File: src/hw/rtl/mbd_pkg.sv
// Shared types and constants for the RGBA8 2x2 mip downsampler.
// No dependencies; every other file of the block but mbd_ram imports this package.
`timescale 1ns / 1ps

package mbd_pkg;

    localparam int PIX_W   = 32;          // packed RGBA8 pixel
    localparam int NUM_CH  = 4;
    localparam int CH_W    = 8;           // one channel of a pixel
    localparam int HS_W    = 9;           // one channel of a horizontal pair sum
    localparam int HSUM_W  = NUM_CH * HS_W;
    localparam int CFG_W   = 13;          // stored width of a dimension register
    localparam int PADDR_W = 3;
    localparam int PDATA_W = 32;

    // Register index, taken from paddr bit 2.
    typedef enum logic {
        REG_SRC_WIDTH  = 1'b0,
        REG_SRC_HEIGHT = 1'b1
    } t_reg_idx;

    // What the position tracker decides for the item being accepted.
    typedef struct packed {
        logic emit;        // the item completes a 2x2 block
        logic ram_rd;      // odd row: fetch the stored pair sum
        logic ram_wr;      // even row: park the pair sum
        logic capture;     // even column: hold the pixel for its partner
        logic dbl_self;    // one-pixel-wide source: the pixel pairs with itself
        logic other_self;  // one-row-high source: the pair sum pairs with itself
        logic last;        // final output pixel of the level
    } t_step;

endpackage

File: src/hw/rtl/mbd_lane.sv
// One color channel of the downsampler: horizontal pair sum and rounded block mean.
// Depends on mbd_pkg for channel widths.
`timescale 1ns / 1ps

module mbd_lane (
    input  logic [mbd_pkg::CH_W-1:0] i_px,
    input  logic [mbd_pkg::CH_W-1:0] i_pair,
    input  logic                     i_dbl,
    input  logic [mbd_pkg::HS_W-1:0] i_sum_a,
    input  logic [mbd_pkg::HS_W-1:0] i_sum_b,
    output logic [mbd_pkg::HS_W-1:0] o_hsum,
    output logic [mbd_pkg::CH_W-1:0] o_avg
);
    import mbd_pkg::*;

    logic [CH_W-1:0] partner;
    logic [HS_W:0]   block_sum;

    assign partner = i_dbl ? i_px : i_pair;
    assign o_hsum  = HS_W'(partner) + HS_W'(i_px);

    // Four pixels of at most 255 each plus the rounding term stay below 1024.
    assign block_sum = (HS_W+1)'(i_sum_a) + (HS_W+1)'(i_sum_b) + (HS_W+1)'(2);
    assign o_avg     = block_sum[HS_W:2];

endmodule

File: config.mk
export PLATFORM = sky130hd
export DESIGN_NAME = mbd_lane
export DESIGN_NICKNAME = d
export VERILOG_FILES = /design/src/hw/rtl/mbd_pkg.sv /design/src/hw/rtl/mbd_lane.sv
export SDC_FILE = /design/constraint.sdc
export NUM_CORES = 1
export LEC_CHECK = 0
export ABC_AREA = 1
export BUFFER_PORTS_ARGS = -buffer_cell sky130_fd_sc_hd__buf_2
export CAP_MARGIN = 20
export CORE_MARGIN = 2
export CORE_UTILIZATION = 47
export DETAILED_ROUTE_END_ITERATION = 6
export PLACE_DENSITY = 0.93
export SYNTH_ARGS = -nofsm -noshare
export SYNTH_HDL_FRONTEND = slang
export SYNTH_SLANG_ARGS = --single-unit
File: constraint.sdc
create_clock -name vclk -period 2.9
set_clock_uncertainty 0.05 [all_clocks]
set_input_delay 0.435 -clock vclk [all_inputs]
set_output_delay 0.435 -clock vclk [all_outputs]
set_load 0.02 [all_outputs]
==> Word level (Yosys, flattened, before mapping) <==
Cells that the tools add are included.
{ "word_totals": {"regBits": 0, "out_inout_bits": 17, "word_cells": 4, "input_bits": 35} }
{ "op_classes": {"n_mux": 1, "add_sub_neg": 3} }
{ "ops": {"columns": ["op", "n"], "rows": [
  ["10-bit by 2-bit adder with 10-bit output, second input constant", 1],
  ["9-bit by 9-bit adder with 10-bit output", 1],
  ["8-bit by 8-bit adder with 9-bit output", 1],
  ["8-bit 2-to-1 mux", 1]
]} }

==> Logic depth before layout (Yosys ltp) <==
Gate-level depths: netlist (run 1).
{ "depth": {"word_depth": 2, "depth_mapped": 12, "ltp_nobuf": 12} }

==> Worst setup path before layout (run 1) <==
No wires, ideal clock.
{ "synth_path": {"path_type": "input to output", "from": "input i_dbl", "to": "output o_hsum[4] (netlist bit)", "required_time_ns": 2.415, "stages": 7, "n_path_buf": 1, "slack_ns": 0.350, "t_arrival_ns": 2.065, "cell_sequence": "buf_2 > mux2_2 > ha_1 > fa_1 > nand3_1 > nand2_1 > xor2_1"} }
{ "synth_via": {"elab_chain_cells": 2} }
{ "synth_rtl": {"columns": ["item", "line_no", "text"], "rows": [
  ["start: declaration", "mbd_lane.sv:8", "input logic i_dbl,"],
  ["8-bit 2-to-1 mux", "mbd_lane.sv:19", "assign partner = i_dbl ? i_px : i_pair;"],
  ["8-bit by 8-bit adder with 9-bit output", "mbd_lane.sv:20", "assign o_hsum = HS_W'(partner) + HS_W'(i_px);"],
  ["end: declaration", "mbd_lane.sv:11", "output logic [mbd_pkg::HS_W-1:0] o_hsum,"]
]} }
Every way passes these cells.

==> Worst setup path after layout (run 1) <==
{ "layout_path": {"from": "input i_dbl", "to": "output o_hsum[6] (netlist bit)"} }
The elaborated chain is that of the path after synthesis.

==> impl_metrics.ini, run 1 <==
[sta]
max_slew_margin_pct = 85.2
fin_crit_sh_pct = 93.9
hold_viol = 0
hold_ws_ns = 1.18
setup_viol = 0
rsz0062_at_grt = false
period_needed_ns = 2.72
finalMaxSlewViolations = 0
fmax_ghz = 0.367
fin_ws_ns = 0.178
tightest_slew_ns = 0.222
tns_ns = 0

[routing]
via_per_inst = 4.89
firstDrtPassIters = 4
drc = 0
drtIter0Drc = 9
drt-total-wl_um = 2200
wire_per_inst_um = 10.3
vias = 1046
postRouteAntennaNets = 0

[global_routing]
grt_pass1_wl_um = 3510
first_global_vias = 956
antenna_found_initial = 0
grt_overflow = 0
track_usage_pct = 20.3
grt_max_degree = 9

[worst_setup_path]
crit_type = in -> out
cp.arrival_ns = 2.24
crit_path_max_fanout = 8
path_depth = 11
cp_cell_sequence = buf_2 > mux2_2 > ha_1 > fa_1 > nand3_1 > nand2_1 > nand3_2 > nand2_2 > nand2_1 > nand2_1 > buf_2
required_ns = 2.41
cp-end-kind = output port
crit_family = adder cells
start_kind = input port
critPathSlowestCell = fa_1
crit_buf_inv = 2
cpMostUsedCell = nand2_1
max_stage_delay_ns = 0.40

[final_layout]
fillers = 152
seq_cells = 0
fin_nets = 251
clock_buffers = 0
drive_gt1_share_pct = 37.0
regArea_um2 = 0
postLayoutCellArea_um2 = 1210
antenna_cells = 0
area_delta_synth_final_pct = 31.2

[logic_synthesis]
netlist_top_cells_count = nand2_1 (42), ha_1 (23), inv_1 (23)
yosysWarnings = 0
netlist.area_leader.share_pct = 31.3
synthDistinctLibCells = 16
synth.most_common_cell = nand2_1
yosysTopAreaCell = ha_1
syn_avg_cell_area_um2 = 6.66
synthCells = 138
synth-seq-area-share_pct = 0
syn-num-nets = 198
synth.area.top_cells = ha_1 (31%), nand2_1 (17%), mux2_2 (9.8%)
syn_area_um2 = 920

[power]
p_leak_nw = 0.799
ir_drop_mv = 0.152
p_per_area_nw_per_um2 = 294

[die]
die_y_um = 48.2
initial_core_util_pct = 51.6
core_area_um2 = 1780
rows = 15
die_w_um = 48.2
die-area_um2 = 2330
pin_count = 52

[min_path]
hold_depth = 3
hold_path.class = in -> out

[clock_tree]
ctsResizeCount = 0
postCtsSetupRepairBufs = 0
cts_hold_buf = 0

[place]
gp_congestion = 0.787
port_buffers = 52
dpl.hpwl_um = 2050
place_ws_ns = 0.180
place_area_um2 = 1210

[status]
status = finished clean

[flow_run]
cap_violations = 0
[power by group]
| part | internal [mW] | switching, mW | total (mW) | leakage (nW) |
|---|---|---|---|---|
| Combinational | 0.138 | 0.217 | 0.355 | 0.799 |
| Clock | 0 | 0 | 0 | 0 |
| Sequential | 0 | 0 | 0 | 0 |
[placed cells by master (no fill, tap or decap), drive strengths merged]
master / Yosys / routed
nand3: 13 / 13
xor2: 6 / 6
ha: 23 / 23
a21o: 3 / 3
inv: 23 / 23
mux2: 8 / 8
fa: 2 / 2
nor2: 2 / 2
buf: 1 / 52
a21oi: 9 / 9
clkinv: 1 / 1
nand2: 47 / 47
[kinds of logic (layout without fill, tap and decap cells)]
kind of cell | Yosys count | after routing | synth area share, %
and+or+nand+nor | 62 | 62 | 30.3
adders and majority gates | 25 | 25 | 35.6
buffers and inverters | 25 | 76 | 10.3
AOI/OAI and AO/OA | 12 | 12 | 8.16
muxes | 8 | 8 | 9.80
xor gates and xnor gates | 6 | 6 | 5.71
[tightest hold or removal path, cell delays in order]
cell,delay (ns)
buf_2,0.09
ha_1,0.12
buf_2,0.15
[layout make-up]
class              instances  area, um2  area share [%]
inverters                 24       90.1            7.47
well taps                 25       31.3            2.59
repair buffers            52        260            21.6
multi-input cells        113        825            68.4
[worst paths after layout]
path  startpoint         to  slack, ns
min      i_px[0]  o_hsum[0]       1.18
max        i_dbl  o_hsum[6]       0.18
[per-stage QoR]
step / total power [mW] / cells / util [%]
floorplan: 0.252 / 138 / -
detailed placement: 0.356 / 214 / 67.6
finish: 0.355 / 214 / 67.6
global route: 0.396 / 214 / 67.6
CTS: 0.357 / 214 / 67.6
global placement: 0.341 / 214 / 67.6
[metal layers]
layer / routed length (um) / GRT usage (%) / vias to the layer above / share of wire (%)
met2: 1320 / 43.9 / 28 / 60
met3: 68 / 0.741 / 0 / 3.1
met5: 0 / 0 / - / 0
met4: 0 / 2.16 / 0 / 0
li1: - / - / 550 / -
met1: 813 / 21.2 / 468 / 37
Power figures use the tool's default switching activity.
==> inputs of run 2 (changes only) <==
--- a/config.mk
+++ b/config.mk
@@ -9,9 +9,9 @@
 export BUFFER_PORTS_ARGS = -buffer_cell sky130_fd_sc_hd__buf_2
 export CAP_MARGIN = 20
 export CORE_MARGIN = 2
-export CORE_UTILIZATION = 47
+export CORE_UTILIZATION = 51
 export DETAILED_ROUTE_END_ITERATION = 6
-export PLACE_DENSITY = 0.93
+export PLACE_DENSITY = 0.95
 export SYNTH_ARGS = -nofsm -noshare
 export SYNTH_HDL_FRONTEND = slang
 export SYNTH_SLANG_ARGS = --single-unit
==> constraint.sdc (replaced) <==
create_clock -name vclk -period 3.5
set_clock_uncertainty 0.05 [all_clocks]
set_input_delay 0.525 -clock vclk [all_inputs]
set_output_delay 0.525 -clock vclk [all_outputs]
set_load 0.02 [all_outputs]
==> impl_metrics.ini, run 2 (same netlist as run 1, synthesis figures left out) <==
[status]
status = finished clean

[routing]
drt-total-wl_um = 2130
drtIter0Drc = 6
postRouteAntennaNets = 0
firstDrtPassIters = 4
vias = 1022
via_per_inst = 4.78
wire_per_inst_um = 9.97
drc = 0

[final_layout]
final_core_util_pct = 70.6
seq_cells = 0
antenna_cells = 0
regArea_um2 = 0
layout.cells.most_common_list = buf_2 (52), nand2_1 (42), inv_1 (23), ha_1 (23), nand3_1 (11)
postLayoutCellArea_um2 = 1210
area_delta_synth_final_pct = 31.2
drive_gt1_share_pct = 37.0
fin_nets = 251
final_common_cell = buf_2
final_cell_count_no_fill = 214
clock_buffers = 0

[die]
initial_core_util_pct = 53.8
die-area_um2 = 2160
die_w_um = 46.5
core_area_um2 = 1710
rows = 15
die_y_um = 46.5
pin_count = 52

[power]
totalPowerFinal_mw = 0.295
p_per_area_nw_per_um2 = 244
ir_drop_mv = 0.124
p_leak_nw = 0.799

[sta]
fmax_ghz = 0.346
finalMaxSlewViolations = 0
rsz0062_at_grt = false
tightest_slew_ns = 0.205
setup_viol = 0
tns_ns = 0
period_needed_ns = 2.89
max_slew_margin_pct = 86.4
hold_viol = 0
fin_crit_sh_pct = 82.6

[worst_setup_path]
cp.arrival_ns = 2.32
crit_end = o_hsum[6]
crit_path_max_fanout = 8
crit_path_start = i_dbl
start_kind = input port
required_ns = 2.92
crit_type = in -> out
cp-end-kind = output port

[global_routing]
grt_pass1_wl_um = 3240
track_usage_pct = 20.1
grt_max_degree = 9
grt_overflow = 0
antenna_found_initial = 0
first_global_vias = 905

[place]
placedCellCount = 214
dpl.hpwl_um = 2010
place_area_um2 = 1210
port_buffers = 52
gp_congestion = 0.789

[min_path]
worstHoldStart = i_px[0]
hold_path.class = in -> out

[clock_tree]
ctsResizeCount = 0
cts_hold_buf = 0
postCtsSetupRepairBufs = 0

[flow_run]
cap_violations = 0
==> run 2: cell counts in the layout (fill, tap and decap cells not counted) <==
No cell type changed its count.
==> run 2: power by group <==
part           internal (mW)  total (mW)  switching [mW]  leakage (nW)
clock                      0           0               0             0
sequential                 0           0               0             0
combinational          0.115       0.295           0.180         0.799
total                  0.115       0.295           0.180         0.799
==> run 2: area by class of cell <==
type	instances	area, um2
Fill cell	130	502
Tap cell	25	31.3
Inverter	24	90.1
Timing Repair Buffer	52	260
Multi-Input combinational cell	113	825
==> run 2: critical path: stages <==
cell and delay, ns:
buf_2 0.18, mux2_2 0.36, ha_1 0.21, fa_1 0.41, nand3_1 0.11, nand2_1 0.10
nand3_2 0.10, nand3_1 0.08, nand2_1 0.07, buf_2 0.15
==> run 2: metrics by stage <==
stage | worst slack [ns] | hold slack [ns]
after floorplan | 0.770 | 1.21
after global placement | 0.715 | 1.35
after detailed placement | 0.607 | 1.36
after CTS | 0.605 | 1.36
after global routing | 0.518 | 1.38
final | 0.609 | 1.36
==> run 2: worst min path at each step <==
stage                            to  slack [ns]  cells past startpoint
after global placement    o_hsum[0]        1.35                      3
final                     o_hsum[0]        1.36                      3
after floorplan           o_hsum[0]        1.21                      1
after global routing      o_hsum[0]        1.38                      3
after detailed placement  o_hsum[0]        1.36                      3
after CTS                 o_hsum[0]        1.36                      3
==> run 2: routing by layer <==
layer,track usage (%),wire length (um),up-vias
met3,1.57,94,4
met1,17.6,768,440
li1,-,-,549
met2,45.3,1240,29
met5,0,0,-
met4,5.71,28,0
