`src/hw/rtl/mbd_pkg.sv`:
```
// Shared types and constants for the RGBA8 2x2 mip downsampler.
// No dependencies; every other file of the block but mbd_ram imports this package.
`timescale 1ns / 1ps

package mbd_pkg;

    localparam int PIX_W   = 32;          // packed RGBA8 pixel
    localparam int NUM_CH  = 4;
    localparam int CH_W    = 8;           // one channel of a pixel
    localparam int HS_W    = 9;           // one channel of a horizontal pair sum
    localparam int HSUM_W  = NUM_CH * HS_W;
    localparam int CFG_W   = 13;          // stored width of a dimension register
    localparam int PADDR_W = 3;
    localparam int PDATA_W = 32;

    // Register index, taken from paddr bit 2.
    typedef enum logic {
        REG_SRC_WIDTH  = 1'b0,
        REG_SRC_HEIGHT = 1'b1
    } t_reg_idx;

    // What the position tracker decides for the item being accepted.
    typedef struct packed {
        logic emit;        // the item completes a 2x2 block
        logic ram_rd;      // odd row: fetch the stored pair sum
        logic ram_wr;      // even row: park the pair sum
        logic capture;     // even column: hold the pixel for its partner
        logic dbl_self;    // one-pixel-wide source: the pixel pairs with itself
        logic other_self;  // one-row-high source: the pair sum pairs with itself
        logic last;        // final output pixel of the level
    } t_step;

endpackage

```
`src/hw/rtl/mbd_ctrl.sv`:
```
// Configuration registers and raster position tracking for the downsampler.
// Depends on mbd_pkg; decides per item whether it is held, parked, fetched or emitted.
`timescale 1ns / 1ps

module mbd_ctrl #(
    parameter int MAX_WIDTH = 4096
) (
    input  logic                                i_clk,
    input  logic                                i_rst_n,
    input  logic                                psel,
    input  logic                                penable,
    input  logic                                pwrite,
    input  logic [mbd_pkg::PADDR_W-1:0]         paddr,
    input  logic [mbd_pkg::PDATA_W-1:0]         pwdata,
    output logic [mbd_pkg::PDATA_W-1:0]         prdata,
    output logic                                pready,
    input  logic                                i_accept,
    output mbd_pkg::t_step                      o_step,
    output logic [((MAX_WIDTH/2) > 1 ? $clog2(MAX_WIDTH/2) : 1)-1:0] o_addr
);
    import mbd_pkg::*;

    localparam int STORE_DEPTH = MAX_WIDTH / 2;
    localparam int AW     = (STORE_DEPTH > 1) ? $clog2(STORE_DEPTH) : 1;
    localparam int XW_RAW = $clog2(MAX_WIDTH);
    localparam int XW     = (XW_RAW < 2) ? 2 : XW_RAW;
    localparam int DIM_W  = $clog2(MAX_WIDTH + 1);
    localparam int CMP_W  = (DIM_W > CFG_W) ? DIM_W : CFG_W;

    // Zero counts as one, anything above the line size is clamped to it.
    function automatic logic [DIM_W-1:0] eff_dim(input logic [CFG_W-1:0] v);
        logic [CMP_W-1:0] e;
        e = CMP_W'(v);
        if (v == '0) begin
            e = CMP_W'(1);
        end else if (e > CMP_W'(MAX_WIDTH)) begin
            e = CMP_W'(MAX_WIDTH);
        end
        return e[DIM_W-1:0];
    endfunction

    logic [CFG_W-1:0] r_src_width, r_src_height;
    logic             r_w_one, r_w_odd, r_h_one, r_h_odd;
    logic [XW-1:0]    r_w_m1, r_h_m1;
    logic [XW-2:0]    r_ow_m1, r_oh_m1;
    logic [XW-1:0]    r_x, r_y, n_x, n_y;

    logic             cfg_wr;
    t_reg_idx         reg_idx;
    logic [DIM_W-1:0] wr_dim, wr_dim_m1, wr_half, wr_out_m1;

    assign pready  = 1'b1;
    assign cfg_wr  = psel && penable && pwrite;
    assign reg_idx = t_reg_idx'(paddr[2]);

    always_comb begin
        case (reg_idx)
            REG_SRC_WIDTH:  prdata = PDATA_W'(r_src_width);
            REG_SRC_HEIGHT: prdata = PDATA_W'(r_src_height);
            default:        prdata = '0;
        endcase
    end

    // Derived limits of the dimension being written.
    always_comb begin
        wr_dim    = eff_dim(pwdata[CFG_W-1:0]);
        wr_dim_m1 = wr_dim - DIM_W'(1);
        wr_half   = wr_dim >> 1;
        if (wr_half == '0) begin
            wr_half = DIM_W'(1);
        end
        wr_out_m1 = wr_half - DIM_W'(1);
    end

    always_ff @(posedge i_clk) begin
        if (!i_rst_n) begin
            r_src_width  <= CFG_W'(1);
            r_src_height <= CFG_W'(1);
            r_w_one      <= 1'b1;
            r_w_odd      <= 1'b1;
            r_w_m1       <= '0;
            r_ow_m1      <= '0;
            r_h_one      <= 1'b1;
            r_h_odd      <= 1'b1;
            r_h_m1       <= '0;
            r_oh_m1      <= '0;
        end else if (cfg_wr) begin
            case (reg_idx)
                REG_SRC_WIDTH: begin
                    r_src_width <= pwdata[CFG_W-1:0];
                    r_w_one     <= (wr_dim == DIM_W'(1));
                    r_w_odd     <= wr_dim[0];
                    r_w_m1      <= wr_dim_m1[XW-1:0];
                    r_ow_m1     <= wr_out_m1[XW-2:0];
                end
                REG_SRC_HEIGHT: begin
                    r_src_height <= pwdata[CFG_W-1:0];
                    r_h_one      <= (wr_dim == DIM_W'(1));
                    r_h_odd      <= wr_dim[0];
                    r_h_m1       <= wr_dim_m1[XW-1:0];
                    r_oh_m1      <= wr_out_m1[XW-2:0];
                end
                default: begin
                end
            endcase
        end
    end

    // Raster position of the next source pixel.
    always_comb begin
        n_x = r_x;
        n_y = r_y;
        if (i_accept) begin
            if (r_x == r_w_m1) begin
                n_x = '0;
                n_y = (r_y == r_h_m1) ? '0 : r_y + XW'(1);
            end else begin
                n_x = r_x + XW'(1);
            end
        end
    end

    always_ff @(posedge i_clk) begin
        if (!i_rst_n || cfg_wr) begin
            r_x <= '0;
            r_y <= '0;
        end else begin
            r_x <= n_x;
            r_y <= n_y;
        end
    end

    logic          x_in, y_in, have_h;
    logic [XW-2:0] ox, oy;

    // The last column or row of an odd dimension above one is dropped.
    assign x_in   = !(r_w_odd && (r_x == r_w_m1));
    assign y_in   = !(r_h_odd && (r_y == r_h_m1));
    assign have_h = r_w_one || (x_in && r_x[0]);
    assign ox     = r_x[XW-1:1];
    assign oy     = r_h_one ? '0 : r_y[XW-1:1];

    always_comb begin
        o_step.capture    = !r_w_one && x_in && !r_x[0];
        o_step.dbl_self   = r_w_one;
        o_step.other_self = r_h_one;
        o_step.ram_wr     = have_h && !r_h_one && y_in && !r_y[0];
        o_step.ram_rd     = have_h && !r_h_one && y_in && r_y[0];
        o_step.emit       = have_h && (r_h_one || (y_in && r_y[0]));
        o_step.last       = (ox == r_ow_m1) && (oy == r_oh_m1);
    end

    assign o_addr = r_x[AW:1];

endmodule
```
`config.mk`:
```
export PLATFORM = sky130hd
export DESIGN_NAME = mbd_ctrl
export DESIGN_NICKNAME = d
export VERILOG_FILES = /design/src/hw/rtl/mbd_pkg.sv /design/src/hw/rtl/mbd_ctrl.sv
export SDC_FILE = /design/constraint.sdc
export NUM_CORES = 1
export LEC_CHECK = 0
export ABC_AREA = 0
export BUFFER_PORTS_ARGS = -buffer_cell sky130_fd_sc_hd__buf_2
export CELL_PAD_IN_SITES_DETAIL_PLACEMENT = 1
export CELL_PAD_IN_SITES_GLOBAL_PLACEMENT = 1
export CORE_AREA = 2 2 138 140
export DETAILED_ROUTE_END_ITERATION = 7
export DIE_AREA = 0 0 140 142
export HOLD_SLACK_MARGIN = 0.02
export PLACE_DENSITY_LB_ADDON = 0.05
export SLEW_MARGIN = 10
export SYNTH_ARGS = -nofsm -noshare
export SYNTH_HDL_FRONTEND = slang
export SYNTH_SLANG_ARGS = --single-unit
```
`constraint.sdc`:
```
create_clock -name i_clk -period 3.1 [get_ports i_clk]
set_clock_uncertainty 0.2 [all_clocks]
set_input_delay 0.155 -clock i_clk [delete_from_list [all_inputs] [get_ports i_clk]]
set_output_delay 0.155 -clock i_clk [all_outputs]
set_load 0.03 [all_outputs]
```
Yosys cells after proc, flatten, opt, wreduce, memory -nomap -nowiden
Cells that the tools add are included.
{"block": "word_totals", "wordCells": 59, "in_bits": 41, "out_inout_bits": 51, "reg_bits": 100}
{"block": "op_classes", "bitwise_logic": 1, "n_eq_ne": 5, "n_mux": 7, "n_reduce_logical": 29, "magnitude_cmp": 1, "n_addsub": 4}
{"op": "$pmux W32 S2", "count": 1}
{"op": "$logic_not A13 Y1", "count": 2}
{"op": "$mux W13", "count": 2}
{"op": "$add A12 B1 Y12 const B", "count": 2}
{"op": "$eq A12 B12 Y1", "count": 2}
{"op": "$mux W12", "count": 2}
{"op": "$eq A11 B11 Y1", "count": 2}
{"op": "$mux W11", "count": 2}
{"op": "$logic_and A1 B1 Y1", "count": 14}
{"op": "$eq A13 B1 Y1 const B", "count": 1}
{"op": "$gt A13 B13 Y1 const B", "count": 1}
{"op": "$sub A12 B1 Y12 const B", "count": 1}
{"op": "$sub A11 B1 Y11 const B", "count": 1}
{"op": "$logic_not A1 Y1", "count": 7}
{"op": "$reduce_and A2 Y1", "count": 3}
{"op": "$logic_or A1 B1 Y1", "count": 3}
{"op": "$not A1 Y1", "count": 1}

Logic depth before layout (Yosys ltp)
Gate-level depths: netlist of run 1.
{"block": "depth", "word_depth": 8, "ltp_mapped": 11, "ltp_nobuf": 9}

Least setup slack after synthesis of run 1
No wires, ideal clock.
{"block": "synth_path", "path_kind": "input port to flip-flop", "startpoint": "in pwdata[4] (netlist bit)", "endpoint": "reg r_oh_m1[4]", "path_buffers": 2, "setup_ns": 0.132, "stages": 11, "arrival_time_ns": 2.126, "slack_ns": 0.642, "path_cell_list": "clkbuf_1 nor4_2 a41o_1 inv_1 ha_1 clkbuf_1 mux2_2 a21oi_1 a41oi_1 nand2_1 a21oi_1"}
{"block": "synth_between", "elab_chain_cells": 6, "elab_cells_between_ends": 7}
{"element": "start, declared", "line_no": "mbd_ctrl.sv:14", "rtl": "input logic [mbd_pkg::PDATA_W-1:0] pwdata,"}
{"element": "$gt A13 B13 Y1", "line_no": "mbd_ctrl.sv:36", "rtl": "end else if (e > CMP_W'(MAX_WIDTH)) begin"}
{"element": "$mux W13", "line_no": "mbd_ctrl.sv:36"}
{"element": "$mux W13 (*)", "line_no": "mbd_ctrl.sv:34", "rtl": "if (v == '0) begin"}
{"element": "$logic_not A13 Y1", "line_no": "mbd_ctrl.sv:69", "rtl": "if (wr_half == '0) begin"}
{"element": "$mux W11 (*)", "line_no": "mbd_ctrl.sv:69"}
{"element": "$sub A11 B1 Y11 (*)", "line_no": "mbd_ctrl.sv:72", "rtl": "wr_out_m1 = wr_half - DIM_W'(1);"}
{"element": "end signal, assigned", "line_no": "mbd_ctrl.sv:101", "rtl": "r_oh_m1 <= wr_out_m1[XW-2:0];"}
{"element": "end, declared", "line_no": "mbd_ctrl.sv:45", "rtl": "logic [XW-2:0] r_ow_m1, r_oh_m1;"}
Mark *: on every way between the ends. The rest lies on a longest branch, timed or not.
A chain may end at the register's enable or synchronous reset.

Final worst setup path of run 1
{"block": "layout_path", "startpoint": "in pwdata[3] (netlist bit)", "endpoint": "reg r_h_m1[2]"}
{"block": "layout_between", "elab_chain_cells": 4, "elab_cells_between_ends": 5}
{"element": "$gt A13 B13 Y1", "line_no": "mbd_ctrl.sv:36"}
{"element": "$mux W13", "line_no": "mbd_ctrl.sv:36"}
{"element": "$mux W13 (*)", "line_no": "mbd_ctrl.sv:34"}
{"element": "$sub A12 B1 Y12 (*)", "line_no": "mbd_ctrl.sv:67", "rtl": "wr_dim_m1 = wr_dim - DIM_W'(1);"}
{"element": "end signal, assigned", "line_no": "mbd_ctrl.sv:100", "rtl": "r_h_m1 <= wr_dim_m1[XW-1:0];"}
{"element": "end, declared", "line_no": "mbd_ctrl.sv:44", "rtl": "logic [XW-1:0] r_w_m1, r_h_m1;"}
Marked as above.

==> flow_metrics.py, run 1 <==
metrics = {
    "status": {
        "status": "completed",
    },
    "detailed_routing": {
        "post_drt_wl_per_cell_um": 19.3,
        "number_of_nets_still_failing_antenna_checks_after_routing": 0,
        "drtIter0Drc": 201,
        "routed_wirelength_mm": 18.5,
        "remaining_drc_errors": 0,
        "routed-via-count": 4852,
        "detailedRoute.firstPassIterationCount": 6,
        "post_drt_via_cell_ratio": 5.08,
    },
    "global_route": {
        "overall_routing_resource_usage_pct": 19.1,
        "antenna_violations_before_repair": 0,
        "globalRouteOverflowTotal": 0,
        "grt_pass1_wl_mm": 29.2,
        "first_global_vias": 4980,
        "pin_count_of_the_biggest_net_entering_global_routing": 47,
    },
    "die": {
        "die_x_um": 140,
        "io_pins": 92,
        "initial_core_util_pct": 29.5,
        "fp.dieArea_um2": 19900,
        "floorplan.die.height_um": 142,
        "core-area_um2": 18500,
        "floorplan.rows": 50,
    },
    "critical_path": {
        "cp_data_required_time_ns": 3.14,
        "critical_path.cell_chain": "dlygate4sd3_1, buf_2, or4_4, nor4_1, o21ai_0, ha_2, inv_1, xnor2_1, a211oi_1",
        "max_stage_delay_ns": 0.61,
        "critPathCaptureType": "flop",
        "crit-reg2reg-launch": "r_x[10]$_SDFFE_PP0P_",
        "path_max_fanout": 12,
        "endpoint_of_the_worst_slack_reg_to_reg_timing_path": "r_y[1]$_SDFFE_PP0P_",
        "cp.arrival_ns": 3.03,
        "critical_path_class": "primary input to flop",
        "critical_path.slowest_cell": "or4_4",
        "ff2ff_setup_slack_ns": 0.64,
        "critical_path.startpoint_type": "primary input",
        "r2r.worst_path.cells": 5,
    },
    "pwr": {
        "irDropWorstVdd_v": 0.000261,
        "share_clk_of_total_power_pct": 39.0,
        "power-per-cell-area_nw_per_um2": 472,
        "p_comb_share_pct": 15.1,
        "totalPowerFinal_mw": 2.94,
        "power.share.sequential_pct": 45.8,
        "intPower_mw": 2.02,
        "p_sw_share_pct": 31.2,
        "power.static_leakage_nw": 2.42,
        "power.net_switching_uw": 915,
    },
    "placement": {
        "routabilityCongestion": 0.787,
        "post-dp-hpwl_mm": 13.8,
        "port_buffers": 50,
    },
    "sta": {
        "timing.final.setup_violations": 0,
        "worst_slew_pin_slew_ns": 0.839,
        "totalNegativeSetupSlack_ns": 0,
        "max-slew-margin-rel_pct": 44.0,
        "rsz0062_at_grt": "false",
        "layout_min_cycle_time_ns": 2.98,
        "hold_viol": 0,
        "slew_viol_final": 0,
        "whs_ns": 0.0594,
        "timing.final.crit_share_pct": 96.2,
        "clock.fmax_mhz": 335,
    },
    "finish": {
        "area.growth.synth_to_final_pct": 14.2,
        "post_route_cells_drive_above_1_share_pct": 16.8,
        "nets": 762,
        "num_antenna_cells": 0,
    },
    "synthesis": {
        "synth_largest_area_cell": "dfxtp_1",
        "synth_area_per_cell_um2": 7.94,
        "synth-edff-count": 0,
        "number_of_distinct_library_cells_after_synthesis": 61,
        "async_reset_ff_share_pct": 0,
        "syn-instance-count": 686,
        "yosys_most_used_dff": "dfxtp_1",
        "total_number_of_yosys_warnings": 0,
        "yosys_register_bits": 100,
        "synth_sequential_area_ratio_pct": 36.7,
        "syn_area_um2": 5450,
        "netlist_top_cells_area": "dfxtp_1 (37%), nand2_1 (6.1%), xnor2_1 (5.1%), xor2_1 (4.7%), buf_4 (4.5%)",
        "fraction_of_synthesized_cell_area_taken_by_the_top_area_cell_type_pct": 36.7,
    },
    "clock_network": {
        "cts-root-to-sink-buffers": 2,
        "tritoncts": "yes",
        "clkSlewWorstSetupHoldPaths_ns": 0.08,
        "numCtsBuffers": 9,
        "cts.root.buffer_cell": "clkbuf_16",
        "cts.sinks": 100,
        "cts.repair_timing.setup_buffer_count": 0,
        "htree_num_levels": 3,
        "clkLatencyLatePin_ns": 0.36,
    },
    "worst_hold_path": {
        "hold_depth": 4,
        "worst_min_delay_path_class": "primary input to flop",
        "min_delay_worst_endpoint": "r_src_width[8]$_SDFFE_PN0P_",
        "hold_path_origin": "pwdata[8]",
    },
    "flow_run": {
        "max_cap_violations": 0,
    },
}
-- cells in the final DEF, fill, tap and decap left out, types with 3 or more instances in the layout --
cell type | netlist | layout
or3_1 | 3 | 3
nand2_1 | 88 | 88
or4_1 | 3 | 3
conb_1 | 2 | 20
ha_1 | 5 | 4
o22ai_1 | 6 | 6
a211oi_1 | 15 | 15
nor2_1 | 57 | 55
o21ai_0 | 29 | 29
buf_2 | 5 | 50
nor4_1 | 20 | 20
o31ai_1 | 6 | 6
a31oi_1 | 12 | 12
xnor2_1 | 32 | 32
o211ai_1 | 5 | 5
mux2_2 | 14 | 14
and3_1 | 4 | 4
clkbuf_16 | 0 | 9
nor3_1 | 7 | 7
clkinv_4 | 0 | 3
buf_4 | 33 | 26
dlygate4sd3_1 | 0 | 13
dfxtp_1 | 100 | 100
and4_1 | 5 | 5
xor2_1 | 29 | 29
inv_1 | 18 | 18
and2_1 | 3 | 3
nand4_1 | 17 | 17
nor2b_1 | 4 | 4
nand3_1 | 29 | 29
a21oi_1 | 47 | 47
-- cell type report --
type / instances / area (um^2)
fill: 2216 / 12200
multi-input combinational: 497 / 2980
sequential: 100 / 2000
timing repair buffer: 89 / 576
tap: 234 / 293
clock buffer: 9 / 225
inverter: 19 / 71.3
clock inverter: 7 / 70.1
-- stage by stage --
step           util, %  setup WS, ns  cell area [um^2]  cells
2_1_floorplan        -         0.642              5520    704
3_3_place_gp      31.4         0.302              5790    926
3_5_place_dp      31.4         0.289              5790    926
4_1_cts           33.7        0.0357              6220    955
5_1_grt           33.7       0.00257              6220    955
6_report          33.7         0.118              6220    955
-- repair_timing --
item | 4_1_cts | 5_1_grt
hold buffers | 13 | 0
endpoints found under the setup margin | 0 | 10
endpoints found under the hold margin | 28 | 0
gates resized for setup | 0 | 1
-- logic make-up after synthesis --
| logic type | count (synthesis) | synth area share, % |
|---|---|---|
| AO/OA/AOI/OAI | 141 | 16.4 |
| XOR/XNOR | 61 | 9.81 |
| adder cells (fa/ha/maj) | 5 | 1.15 |
| buffers and inverters | 107 | 10.0 |
| flip-flops | 100 | 36.7 |
| multiplexers | 16 | 3.26 |
| other | 2 | 0.138 |
| AND/OR/NAND/NOR | 254 | 22.5 |
-- power by group through the flow --
stage / Sequential (mW) / Clock [mW] / Combinational [mW]
3_3_place_gp: 1.38 / 0 / 0.426
5_1_grt: 1.35 / 1.24 / 0.486
2_1_floorplan: 1.37 / 0 / 0.314
3_5_place_dp: 1.38 / 0 / 0.433
6_report: 1.35 / 1.15 / 0.444
4_1_cts: 1.35 / 1.19 / 0.447
-- synthesized netlist by cell type, drive strengths merged (5+ instances only) --
library cell,count
nor4,21
xor2,29
buf,42
o31ai,6
nor2,58
xnor2,32
mux2,14
o211ai,5
and4,5
a21oi,47
a31oi,12
nand2,88
o21ai,32
clkbuf,46
a211oi,15
nand3,29
ha,5
o22ai,6
nor3,7
dfxtp,100
nand4,17
inv,19
-- worst max-delay path: cells and delay by family --
family	cells	cell delay, ns
buffers and inverters	3	0.91
and+or+nand+nor	2	0.88
AOI/OAI and AO/OA	2	0.60
adders and majority gates	1	0.35
xor gates and xnor gates	1	0.13
-- sequential cells by signal, indices dropped and copies added (netlist names) --
name / flops
r_ow_m1: 11
r_h_one: 1
r_y: 12
r_w_one: 1
r_w_odd: 1
r_h_m1: 12
r_oh_m1: 11
r_w_m1: 12
r_src_width: 13
r_h_odd: 1
r_src_height: 13
r_x: 12
-- worst max-delay path by stage --
stage          slack (ns)                 endpoint       from  depth (start not counted)
6_report             0.12   r_h_m1[2]$_SDFFE_PN0P_  pwdata[3]                          9
5_1_grt             0.003   r_h_m1[2]$_SDFFE_PN0P_  pwdata[3]                          9
4_1_cts              0.04   r_h_m1[2]$_SDFFE_PN0P_  pwdata[3]                          9
3_5_place_dp         0.29   r_w_m1[4]$_SDFFE_PN0P_  pwdata[3]                          9
3_3_place_gp         0.30   r_w_m1[4]$_SDFFE_PN0P_  pwdata[3]                          9
2_1_floorplan        0.64  r_oh_m1[4]$_SDFFE_PN0P_  pwdata[4]                         11
-- per-layer routing --
| metal | GRT usage [%] | up-vias | wire length, um |
|---|---|---|---|
| met5 | 0 | - | 0 |
| met4 | 5.37 | 0 | 292 |
| met3 | 2.62 | 16 | 468 |
| met2 | 34.0 | 80 | 9100 |
| met1 | 24.4 | 2362 | 8590 |
| li1 | - | 2394 | - |
Note: power is estimated with default switching activity, not from simulation.
==> inputs of run 2 (changes only) <==
--- a/config.mk
+++ b/config.mk
@@ -13,7 +13,8 @@
 export DETAILED_ROUTE_END_ITERATION = 7
 export DIE_AREA = 0 0 140 142
 export HOLD_SLACK_MARGIN = 0.02
-export PLACE_DENSITY_LB_ADDON = 0.05
+export PLACE_DENSITY = 0.63
+export REMOVE_ABC_BUFFERS = 1
 export SLEW_MARGIN = 10
 export SYNTH_ARGS = -nofsm -noshare
 export SYNTH_HDL_FRONTEND = slang
==> flow_metrics.py, run 2 (same netlist as run 1, synthesis figures left out) <==
metrics = {
    "worst_hold_path": {
        "worst_min_delay_path_class": "primary input to flop",
        "hold_path_origin": "pwdata[4]",
    },
    "finish": {
        "post_route_cells_drive_above_1_share_pct": 16.3,
        "fillerInstances": 2213,
        "most-common-layout-cells": "dfxtp_1 (100), nand2_1 (88), nor2_1 (55), buf_2 (50), a21oi_1 (47)",
        "layoutNonFillerInstCount": 951,
        "nets": 759,
        "layout_top_registers": "r_src_height: 13 flops, r_src_width: 13 flops",
        "num_antenna_cells": 0,
        "area.growth.synth_to_final_pct": 13.7,
        "layout.cells.most_common": "dfxtp_1",
    },
    "sta": {
        "hold_viol": 0,
        "worst_slew_pin_slew_ns": 0.862,
        "postLayoutSetupSlackWorst_ns": 0.276,
        "timing.final.setup_violations": 0,
        "whs_ns": 0.0400,
        "rsz0062_at_grt": "false",
        "layout_min_cycle_time_ns": 2.82,
        "slew_viol_final": 0,
        "max-slew-margin-rel_pct": 42.6,
        "timing.final.crit_share_pct": 91.1,
        "clock.fmax_mhz": 354,
        "totalNegativeSetupSlack_ns": 0,
    },
    "clock_network": {
        "cts_resized": 0,
        "tritoncts": "yes",
        "clkSlewWorstSetupHoldPaths_ns": 0.07,
        "htree_num_levels": 3,
        "clkLatencyLatePin_ns": 0.35,
        "numCtsBuffers": 9,
        "cts-root-to-sink-buffers": 2,
        "cts.sinks": 100,
        "cts.root.buffer_cell": "clkbuf_16",
    },
    "global_route": {
        "grt_pass1_wl_mm": 27.9,
        "pin_count_of_the_biggest_net_entering_global_routing": 47,
        "overall_routing_resource_usage_pct": 17.8,
        "antenna_violations_before_repair": 0,
        "first_global_vias": 5091,
        "globalRouteOverflowTotal": 0,
    },
    "critical_path": {
        "critical_path.startpoint": "pwdata[7]",
        "cp_data_required_time_ns": 3.10,
        "critical_path.startpoint_type": "primary input",
        "critical_path_class": "primary input to flop",
        "cp.arrival_ns": 2.82,
        "path_max_fanout": 10,
        "critPathCaptureType": "flop",
        "crit-reg2reg-launch": "r_x[10]$_SDFFE_PP0P_",
    },
    "die": {
        "floorplan.die.height_um": 142,
        "core-area_um2": 18500,
        "floorplan.rows": 50,
        "initial_core_util_pct": 29.5,
        "io_pins": 92,
        "die_x_um": 140,
        "fp.dieArea_um2": 19900,
    },
    "placement": {
        "post-dp-hpwl_mm": 12.9,
        "port_buffers": 50,
        "dp_cells": 925,
        "routabilityCongestion": 0.852,
        "preCtsSetupSlack_ns": 0.467,
    },
    "detailed_routing": {
        "detailedRoute.firstPassIterationCount": 7,
        "routed_wirelength_mm": 17.4,
        "post_drt_via_cell_ratio": 5.20,
        "number_of_nets_still_failing_antenna_checks_after_routing": 0,
        "drtIter0Drc": 216,
        "remaining_drc_errors": 4,
        "post_drt_wl_per_cell_um": 18.3,
        "routed-via-count": 4948,
    },
    "status": {
        "violations": "DRC",
        "status": "finished, violations left",
    },
    "pwr": {
        "power-per-cell-area_nw_per_um2": 475,
        "irDropWorstVdd_v": 0.000294,
        "power.static_leakage_nw": 2.42,
        "totalPowerFinal_mw": 2.94,
    },
    "flow_run": {
        "max_cap_violations": 0,
    },
}
[run 2: timing repair]
action                                 in CTS  in global routing
buffers inserted                            0                  0
hold buffers                               11                  0
endpoints found under the hold margin      21                  0
[run 2: layout make-up]
| cell class | count | area [um^2] | share of cell area (%) |
|---|---|---|---|
| Timing Repair Buffer | 86 | 548 | 8.85 |
| Clock inverter | 3 | 46.3 | 0.747 |
| Clock buffer | 12 | 256 | 4.14 |
| Sequential cell | 100 | 2000 | 32.3 |
| Multi-Input combinational cell | 497 | 2980 | 48.1 |
| Tap cell | 234 | 293 | 4.73 |
| Inverter | 19 | 71.3 | 1.15 |
[run 2: power breakdown]
group	total (mW)	internal [mW]	leakage, nW	switching, mW
registers	1.35	1.32	0.810	0.0341
clock network	1.17	0.668	0.145	0.498
logic	0.428	0.135	1.46	0.293
[run 2: critical path: stages]
cell and delay (ns):
dlygate4sd3_1 0.52, buf_2 0.20, or4_4 0.56, nor4_1 0.30
o21ai_0 0.17, ha_1 0.34, inv_1 0.19, nor2_1 0.07
a31oi_1 0.20, a31oi_1 0.11
[run 2: per-stage QoR]
step	area, um^2	utilization, %
detailed placement	5780	31.3
global route	6190	33.6
finish	6190	33.6
CTS	6190	33.6
global placement	5780	31.3
floorplan	5040	-
[run 2: metal layers]
layer	global-route usage (%)	wire length, um	vias up	share of wire (%)
met3	3.67	528	17	3.0
met2	31.0	8550	101	49
met4	5.05	286	0	1.6
met1	22.3	8080	2442	46
met5	0	0	-	0
li1	-	-	2388	-
[run 2: worst paths after layout]
path | endpoint | slack [ns] | cells after the start
max | r_h_m1[4]$_SDFFE_PN0P_ | 0.28 | 10
min | r_src_height[4]$_SDFFE_PN0P_ | 0.04 | 4
max reg2reg | r_y[1]$_SDFFE_PP0P_ | 0.48 | 6
min reg2reg | r_src_height[12]$_SDFFE_PN0P_ | 0.25 | 2
==> inputs of run 3 (changes only) <==
--- a/config.mk
+++ b/config.mk
@@ -9,11 +9,11 @@
 export BUFFER_PORTS_ARGS = -buffer_cell sky130_fd_sc_hd__buf_2
 export CELL_PAD_IN_SITES_DETAIL_PLACEMENT = 1
 export CELL_PAD_IN_SITES_GLOBAL_PLACEMENT = 1
-export CORE_AREA = 2 2 138 140
+export CORE_AREA = 2 2 127 129
 export DETAILED_ROUTE_END_ITERATION = 7
-export DIE_AREA = 0 0 140 142
+export DIE_AREA = 0 0 129 131
 export HOLD_SLACK_MARGIN = 0.02
-export PLACE_DENSITY = 0.63
+export PLACE_DENSITY = 0.72
 export REMOVE_ABC_BUFFERS = 1
 export SLEW_MARGIN = 10
 export SYNTH_ARGS = -nofsm -noshare
==> flow_metrics.py, run 3 (same netlist as run 1, synthesis figures left out) <==
metrics = {
    "status": {
        "status": "completed",
    },
    "die": {
        "die_x_um": 129,
        "floorplan.rows": 46,
        "core-area_um2": 15600,
        "initial_core_util_pct": 34.9,
        "io_pins": 92,
        "floorplan.die.height_um": 131,
        "fp.dieArea_um2": 16900,
    },
    "detailed_routing": {
        "post_drt_wl_per_cell_um": 18.1,
        "number_of_nets_still_failing_antenna_checks_after_routing": 0,
        "remaining_drc_errors": 0,
        "routed-via-count": 4947,
        "drtIter0Drc": 191,
        "detailedRoute.firstPassIterationCount": 4,
        "post_drt_via_cell_ratio": 5.33,
        "routed_wirelength_mm": 16.8,
    },
    "finish": {
        "finish.instance_area_um2": 6120,
        "ff_latch_area_um2": 2000,
        "layout_top_registers": "r_src_height: 13 flops, r_src_width: 13 flops",
        "nets": 755,
        "layout.cells.most_common": "dfxtp_1",
        "most-common-layout-cells": "dfxtp_1 (100), nand2_1 (88), nor2_1 (55), buf_2 (50), a21oi_1 (47)",
        "area.growth.synth_to_final_pct": 12.4,
        "post_route_cells_drive_above_1_share_pct": 16.0,
        "multi_input_area_um2": 2980,
        "layoutNonFillerInstCount": 928,
        "fillerInstances": 1902,
        "num_antenna_cells": 0,
    },
    "placement": {
        "port_buffers": 50,
        "dp_cells": 903,
        "placed_cell_area_um2": 5730,
        "post-dp-hpwl_mm": 12.4,
        "routabilityCongestion": 0.897,
    },
    "critical_path": {
        "cp_data_required_time_ns": 3.14,
        "critical_path.cell_chain": "dlygate4sd3_1, buf_2, or4_4, nor4_2, o21ai_0, ha_1, inv_1, a21oi_1, nor2_1, a21oi_1",
        "critPathCaptureType": "flop",
        "max_stage_delay_ns": 0.55,
        "critical_path.startpoint_type": "primary input",
        "critPathMostFrequentCell": "a21oi_1",
        "cp.arrival_ns": 2.93,
        "critical_path_class": "primary input to flop",
        "path_max_fanout": 10,
        "critical_path.slowest_cell": "or4_4",
        "endpoint_of_the_worst_slack_reg_to_reg_timing_path": "r_y[1]$_SDFFE_PP0P_",
        "critical_path.startpoint": "pwdata[7]",
        "ff2ff_setup_slack_ns": 0.60,
        "r2r.worst_path.cells": 5,
        "crit-reg2reg-launch": "r_x[9]$_SDFFE_PP0P_",
    },
    "sta": {
        "totalNegativeSetupSlack_ns": 0,
        "hold_viol": 0,
        "slew_viol_final": 0,
        "layout_min_cycle_time_ns": 2.89,
        "worst_slew_pin_slew_ns": 0.821,
        "max-slew-margin-rel_pct": 45.2,
        "timing.final.setup_violations": 0,
        "clock.fmax_mhz": 346,
        "timing.final.crit_share_pct": 93.2,
        "whs_ns": 0.0392,
        "rsz0062_at_grt": "false",
    },
    "pwr": {
        "power.static_leakage_nw": 2.38,
        "power-per-cell-area_nw_per_um2": 471,
        "totalPowerFinal_mw": 2.88,
        "irDropWorstVdd_v": 0.000292,
    },
    "clock_network": {
        "tritoncts": "yes",
        "numCtsBuffers": 9,
        "cts.sinks": 100,
        "htree_num_levels": 3,
        "clkSlewWorstSetupHoldPaths_ns": 0.07,
        "clkLatencyLatePin_ns": 0.36,
        "cts.root.buffer_cell": "clkbuf_16",
        "cts-root-to-sink-buffers": 2,
    },
    "global_route": {
        "grt_pass1_wl_mm": 27.2,
        "overall_routing_resource_usage_pct": 20.7,
        "pin_count_of_the_biggest_net_entering_global_routing": 47,
        "globalRouteOverflowTotal": 0,
        "antenna_violations_before_repair": 0,
        "first_global_vias": 5243,
    },
    "worst_hold_path": {
        "min_delay_worst_endpoint": "r_src_height[4]$_SDFFE_PN0P_",
        "hold_path_origin": "pwdata[4]",
        "worst_min_delay_path_class": "primary input to flop",
        "hold_depth": 4,
    },
    "flow_run": {
        "max_cap_violations": 0,
    },
}
## run 3: changes by cell type in the layout (fill, tap and decap cells not counted), sizes merged
cell      previous run  this run
buf                 75        71
clkbuf              12         9
clkinv               1         2
clkinvlp             1         2
## run 3: area by class of cell
class / count / share of cell area, %
Inverter: 19 / 1.16
Sequential cell: 100 / 32.7
Tap cell: 216 / 4.41
Clock inverter: 5 / 0.899
Timing Repair Buffer: 82 / 8.46
Clock buffer: 9 / 3.68
Multi-Input combinational cell: 497 / 48.7
## run 3: stage by stage
| step | setup WS [ns] | util [%] |
|---|---|---|
| after floorplan | 0.498 | - |
| after CTS | 0.186 | 39.2 |
| after global routing | 0.0967 | 39.3 |
| after global placement | 0.455 | 36.7 |
| after detailed placement | 0.362 | 36.7 |
| final | 0.210 | 39.3 |
## run 3: layer usage
| metal | global-route usage [%] | share of wire [%] |
|---|---|---|
| met1 | 24.9 | 43 |
| met2 | 36.0 | 49 |
| met3 | 4.85 | 4.6 |
| met4 | 8.25 | 2.8 |
| met5 | 0 | 0 |
## run 3: report_power, final
part	total (mW)	internal (mW)	switching, mW
logic	0.432	0.135	0.297
clock network	1.10	0.613	0.491
registers	1.35	1.32	0.0316
## run 3: worst max path at each step
stage                                    to  depth (start not counted)
floorplan           r_ow_m1[3]$_SDFFE_PN0P_                          4
global placement     r_w_m1[4]$_SDFFE_PN0P_                          9
detailed placement   r_w_m1[8]$_SDFFE_PN0P_                          9
CTS                  r_w_m1[8]$_SDFFE_PN0P_                         10
global route         r_w_m1[4]$_SDFFE_PN0P_                         10
finish               r_h_m1[8]$_SDFFE_PN0P_                         10
## run 3: worst max-delay path: cells and delay by family
| family | cells | cell delay (ns) |
|---|---|---|
| AOI/OAI and AO/OA | 3 | 0.36 |
| adders and majority gates | 1 | 0.36 |
| and+or+nand+nor | 3 | 1.12 |
| buffers and inverters | 3 | 0.93 |
## run 3: repair_timing
item	in CTS	in global routing
hold buffers	11	0
hold endpoints to repair	22	0
setup buffers	0	0
setup endpoints to repair	0	1
resized for setup	0	1
